--- config.mk ---
export PLATFORM = sky130hd
export DESIGN_NAME = gbe_ctrl
export DESIGN_NICKNAME = d
export VERILOG_FILES = /design/src/design/gbe_pkg.sv /design/src/design/gbe_ctrl.sv
export SDC_FILE = /design/constraint.sdc
export NUM_CORES = 1
export LEC_CHECK = 0
export BUFFER_PORTS_ARGS = -buffer_cell sky130_fd_sc_hd__buf_2
export CAP_MARGIN = 40
export CELL_PAD_IN_SITES_DETAIL_PLACEMENT = 0
export CELL_PAD_IN_SITES_GLOBAL_PLACEMENT = 1
export CORE_MARGIN = 10
export CORE_UTILIZATION = 25
export CTS_CLUSTER_SIZE = 40
export DETAILED_ROUTE_END_ITERATION = 6
export GPL_ROUTABILITY_DRIVEN = 0
export PLACE_DENSITY = 0.72
export SYNTH_ARGS = -nofsm -noshare
export SYNTH_HDL_FRONTEND = slang
export SYNTH_SLANG_ARGS = --single-unit
export TNS_END_PERCENT = 30
--- constraint.sdc ---
create_clock -name clk -period 1.1 [get_ports clk]
set_input_delay 0.055 -clock clk [delete_from_list [all_inputs] [get_ports clk]]
set_output_delay 0.055 -clock clk [all_outputs]
set_load 0.005 [all_outputs]
--- src/design/gbe_pkg.sv ---
`default_nettype none
package gbe_pkg;

  localparam int MAX_CELLS_DEF = 64;
  localparam int IDX_W  = 7;
  localparam int IDX_MAX = (1 << IDX_W) - 1;
  localparam int SAMP_W = 16;
  localparam int FRAC_W = 17;
  localparam int Q_BITS = 16;
  localparam logic [FRAC_W-1:0] Q16_ONE = FRAC_W'(1 << Q_BITS);

  localparam logic CMD_WRITE = 1'b0;
  localparam logic CMD_QUERY = 1'b1;

  typedef enum logic [2:0] {
    S_IDLE,
    S_LOCATE,
    S_ADDR,
    S_MUL,
    S_ACC,
    S_FIN
  } state_t;

  typedef struct packed {
    logic       write_take;
    logic       query_take;
    logic       locate;
    logic       issue;
    logic       mul;
    logic       acc;
    logic       load_out;
    logic [1:0] corner;
  } ctrl_t;

endpackage
`default_nettype wire

--- src/design/gbe_ctrl.sv ---
`default_nettype none
module gbe_ctrl (
  input  wire logic          clk,
  input  wire logic          rst_n,
  input  wire logic          in_valid,
  input  wire logic          in_command,
  output      logic          in_ready,
  output      logic          out_valid,
  input  wire logic          out_ready,
  output      gbe_pkg::ctrl_t cmd
);

  gbe_pkg::state_t state_r, state_nxt;
  logic [1:0]      k_r, k_nxt;
  logic            out_valid_r, out_valid_nxt;
  logic            load;

  always_ff @(posedge clk) begin
    if (!rst_n) begin
      state_r     <= gbe_pkg::S_IDLE;
      k_r         <= '0;
      out_valid_r <= 1'b0;
    end else begin
      state_r     <= state_nxt;
      k_r         <= k_nxt;
      out_valid_r <= out_valid_nxt;
    end
  end

  assign load = (state_r == gbe_pkg::S_FIN) && (!out_valid_r || out_ready);

  always_comb begin
    state_nxt = state_r;
    k_nxt     = k_r;
    case (state_r)
      gbe_pkg::S_IDLE: begin
        if (in_valid && in_command == gbe_pkg::CMD_QUERY) begin
          state_nxt = gbe_pkg::S_LOCATE;
        end
      end
      gbe_pkg::S_LOCATE: begin
        state_nxt = gbe_pkg::S_ADDR;
        k_nxt     = '0;
      end
      gbe_pkg::S_ADDR: state_nxt = gbe_pkg::S_MUL;
      gbe_pkg::S_MUL:  state_nxt = gbe_pkg::S_ACC;
      gbe_pkg::S_ACC: begin
        k_nxt = k_r + 2'd1;
        if (k_r == 2'd3) begin
          state_nxt = gbe_pkg::S_FIN;
        end else begin
          state_nxt = gbe_pkg::S_ADDR;
        end
      end
      gbe_pkg::S_FIN: begin
        if (load) begin
          state_nxt = gbe_pkg::S_IDLE;
        end
      end
      default: state_nxt = gbe_pkg::S_IDLE;
    endcase
  end

  always_comb begin
    if (load) begin
      out_valid_nxt = 1'b1;
    end else if (out_ready) begin
      out_valid_nxt = 1'b0;
    end else begin
      out_valid_nxt = out_valid_r;
    end
  end

  always_comb begin
    in_ready       = 1'b0;
    cmd            = '0;
    cmd.corner     = k_r;
    cmd.load_out   = load;
    case (state_r)
      gbe_pkg::S_IDLE: begin
        in_ready       = 1'b1;
        cmd.write_take = in_valid && (in_command == gbe_pkg::CMD_WRITE);
        cmd.query_take = in_valid && (in_command == gbe_pkg::CMD_QUERY);
      end
      gbe_pkg::S_LOCATE: cmd.locate = 1'b1;
      gbe_pkg::S_ADDR:   cmd.issue  = 1'b1;
      gbe_pkg::S_MUL:    cmd.mul    = 1'b1;
      gbe_pkg::S_ACC:    cmd.acc    = 1'b1;
      gbe_pkg::S_FIN:    in_ready   = 1'b0;
      default:           in_ready   = 1'b0;
    endcase
  end

  assign out_valid = out_valid_r;

endmodule
`default_nettype wire

# After elaboration in Yosys (flattened, before gate mapping)
# Cells that the tools add are included.
# Widths: inputs -> output; s select.
[classes]
add_sub_neg = 1
eq_ne = 8
n_mux = 13
n_bitwise = 1
n_reduce_logical = 9
[op_table]
columns = ["operator", "n"]
rows = [
  ["$pmux 3 s6", 1],
  ["$mux 3", 3],
  ["$mux 1", 7],
  ["$eq 3x2->1 const B", 2],
  ["$eq 3x3->1 const B", 2],
  ["$ne 2x2->1 const B", 2],
  ["$pmux 2 s2", 1],
  ["$reduce_bool 2->1", 2],
  ["$eq 3x1->1 const B", 1],
  ["$logic_and 1x1->1", 3],
  ["$logic_not 3->1", 1],
  ["$add 2x1->2 const B", 1],
  ["$eq 2x2->1 const B", 1],
  ["$mux 2", 1],
  ["$reduce_and 2->1", 1],
  ["$logic_not 1->1", 1],
  ["$logic_or 1x1->1", 1],
  ["$not 1->1", 1],
]
[totals]
inputBits = 5
output_inout_bits = 11
word_cells = 35
reg_bits = 6

# Longest topological paths before layout
[logic_depth]
depth_word = 5
ltp_mapped = 4
mapped_depth_nobuf = 4

# Least setup slack after synthesis
# OpenSTA, ideal clock, no wires.
[synth_timing]
kind = "register to register"
startpoint = "register k_r[0]"
endpoint = "register state_r[1]"
n_path_buf = 0
required_time_ps = 1042
stages_incl_launch_ff = 5
setup_time_ps = 58
path_slack_ps = -48
t_arrival_ps = 1089
synth_period_minus_slack_ps = 1148
cell_sequence = "dfxtp_1 ha_1 or3b_1 a21oi_1 o21a_1"
[synth_via]
elab_chain_cells = 3
[synth_lines]
columns = ["element", "line", "text"]
rows = [
  ["start, declared", "gbe_ctrl.sv:14", "logic [1:0] k_r, k_nxt;"],
  ["start signal, assigned", "gbe_ctrl.sv:25", "k_r <= k_nxt;"],
  ["$eq 2x2->1", "gbe_ctrl.sv:49", "if (k_r == 2'd3) begin"],
  ["$mux 3", "gbe_ctrl.sv:49", ""],
  ["$pmux 3 s6", "gbe_ctrl.sv:35", "case (state_r)"],
  ["end signal, assigned", "gbe_ctrl.sv:20", "state_r <= gbe_pkg::S_IDLE;"],
  ["end signal, assigned", "gbe_ctrl.sv:24", "state_r <= state_nxt;"],
  ["end, declared", "gbe_ctrl.sv:13", "gbe_pkg::state_t state_r, state_nxt;"],
]
# No other way between the ends.
# A chain may end at the register's enable or synchronous reset.

# Final worst setup path
# Ends and elaborated chain as after synthesis.

==> summary.txt <==
Worst setup path
  – Top cell family by delay on the critical path: simple AND/OR/NAND/NOR gates
  – CP arrival: 1.33 ns
  – CP max FO: 2
  – CP startpoint kind: flip-flop
  – CP max stage cell: or3b_1
  – Buf/Inv on CP: 0
  – Slowest stage delay, CP: 0.34 ns
  – WP data required: 1.28 ns
  – Crit. End Element: flip-flop
  – Critical-path cell list: ha_2 -> or3b_1 -> a21oi_1 -> o21a_1
  – Critical path class: flip-flop to flip-flop

Clocking
  – Inserted Clock Buffers: 3
  – H-tree lvl count: 1
  – Clk slew on worst S/H paths: 0.05 ns
  – Clock Tree Buf Depth: 2
  – Clock sink count: 6
  – Worst skew pair latency: 0.24 ns
  – CTS tree: built
  – Root Driver: clkbuf_4

Floorplan
  – Core area: 0.001285 sq mm
  – Die W: 56.56 microns
  – Num rows: 13
  – Die area: 0.003198 sq mm
  – Die H: 56.56 microns
  – Starting Density: 26.00%
  – I/O pin count: 16

Layout
  – Nets@finish: 74
  – Share of cells above drive strength 1: 59.09%
  – Diode count: 0
  – Layout overhead on the synthesized area: 68.17%
  – Final instance area: 561.8 sq um

Placement
  – PortBufs: 15
  – Cell Area, Placed: 469.2 sq um
  – Dpl hpwl: 674.1 microns
  – Dpl ws: -0.02538 ns

Hold path
  – Type of the worst min-delay path: input port to flip-flop

Timing
  – TNS Setup: -0.1340 ns
  – Period utilisation layout: 104.3%
  – Final setup fails: 6
  – Final setup margin: -0.04764 ns
  – Achievable Freq: 871.4 MHz
  – Setup Skew: 0.002270 ns
  – RSZ-0062 raised after global routing: true
  – Worst slew margin relative to its limit: 89.06%
  – Worst slew pin tran: 0.1628 ns
  – Max Slew Vio Count: 0
  – Clock period minus worst slack: 1.148 ns
  – Final Hold Fails: 0

Yosys
  – Synth Instances: 42
  – Syn Std Cell Area: 334.1 sq um
  – Main synth FF type: dfxtp_1
  – Warnings, synthesis: 0
  – Synth Register Bits: 6
  – Synth Area in XOR/XNOR: 0%
  – Async set-reset flop share out of synthesis: 0%
  – Sequential fraction of the synthesis area: 35.96%
  – Most common cell in the netlist: dfxtp_1
  – Post-Syn Area per Cell: 7.954 sq um
  – Multiplexer area fraction after synthesis: 0%
  – Synth top area share: 35.96%
  – Area leader, netlist: dfxtp_1
  – Most frequent cells after synthesis: dfxtp_1 (6), nand2_1 (5), nor2_1 (5)
  – Post-synth EDFFs: 0
  – Top cells by area, synth: dfxtp_1 (36%), buf_4 (6.7%), nand2_1 (5.6%)
  – Yosys cell types: 19
  – Syn nets: 48
  – Post-synthesis compound-gate area fraction: 18.73%
  – Adder-cell share of the synthesized area: 3.745%
  – Synth Area in Simple Gates: 32.58%
  – Largest family of logic cells by synthesized area: simple AND/OR/NAND/NOR gates

GRT
  – Vias in the first global route: 347
  – Gr usage total: 6.035%
  – Pin count of the biggest net entering global routing: 9
  – GRT Residual Overflow: 0
  – Global-route wire length before repair: 1.504 mm
  – Antenna violations before repair: 0

Route
  – Drt drc: 0
  – Avg WL per Cell: 11.17 microns
  – Pre-antenna DRT Iters: 2
  – Overall via count from detail_route: 361
  – Routed Antenna Nets: 0
  – Final wirelength: 905 microns
  – Via/cell ratio: 4.457
  – Iteration-0 DRC Markers: 1

Power
  – Power Density: 1005 mW/mm^2
  – Design Power: 564.8 uW
  – Lkg Pwr: 0.2849 nW
  – VDD IR-drop max: 0.0005822 V

Job
  – Max_cap viols: 0

Run status
  – Status: finished with violations
  – Failing checks: setup timing
-- kinds of logic (layout without fill, tap and decap cells) --
kind of cell,after synthesis,after routing
AND/OR/NAND/NOR,21,21
AO/OA/AOI/OAI,9,9
flip-flops,6,6
buffers and inverters,5,29
adder cells (fa/ha/maj),1,1
-- registers in the layout, summed over array words and instances, names as in the netlist --
name       flops
state_r        3
k_r            2
out_valid      1
-- timing repair --
item                                    4_1_cts  5_1_grt
endpoints found under the setup margin       10        8
setup buffers                                 0        1
pin swaps                                     4        1
gates resized for setup                      14        4
hold buffers                                  0        0
-- routing by layer --
metal | part of all wire [%] | track usage (%) | vias to the layer above
met1 | 45 | 6.444 | 154
li1 | - | - | 192
met5 | 0 | 0 | -
met2 | 41 | 7.680 | 15
met4 | 0 | 2.062 | 0
met3 | 14 | 6.292 | 0
-- final timing paths --
kind                                              from                      end  slack, ns  cells after the start
worst min-delay path                             rst_n  state_r[1]$_SDFFE_PN0P_       0.11                      2
worst min register to register  out_valid$_SDFFE_PN0P_   out_valid$_SDFFE_PN0P_       0.54                      2
worst max-delay path               k_r[0]$_SDFFE_PN0P_  state_r[1]$_SDFFE_PN0P_      -0.05                      4
worst max register to register     k_r[0]$_SDFFE_PN0P_  state_r[1]$_SDFFE_PN0P_      -0.05                      4
-- report_power, final --
part	total, mW	switching, mW	internal (mW)	leakage (nW)
clock network	0.202	0.0785	0.123	0.0138
logic	0.123	0.0514	0.0713	0.220
registers	0.240	0.0175	0.223	0.0514
total	0.565	0.147	0.417	0.285
-- through the flow --
step	hold WS, ns	utilization (%)	std cells
floorplan	0.1411	-	42
global placement	0.3583	36.51	77
detailed placement	0.3588	36.51	77
CTS	0.08940	42.06	80
global route	0.1032	43.72	81
finish	0.1071	43.72	81
-- layout make-up --
cell class | count | area, sq um
fill | 142 | 723.2
multi-input combinational | 31 | 230.2
timing repair buffer | 24 | 150.1
sequential | 6 | 132.6
clock buffer | 3 | 22.52
tap | 15 | 18.77
inverter | 2 | 7.507
-- layout by cell type, fill, tap and decap left out, types with 2 or more instances in the layout --
master | synthesis | final
buf_6 | 0 | 2
nand2b_1 | 3 | 2
inv_1 | 2 | 2
dfxtp_1 | 6 | 2
nor2_1 | 5 | 2
nor2_2 | 0 | 2
buf_4 | 3 | 7
and3_1 | 2 | 2
nand2_1 | 5 | 4
o31a_1 | 2 | 2
buf_2 | 0 | 15
o22ai_1 | 2 | 2
a21oi_1 | 2 | 2
clkbuf_4 | 0 | 3
dfxtp_4 | 0 | 3
Power figures use the tool's default switching activity.
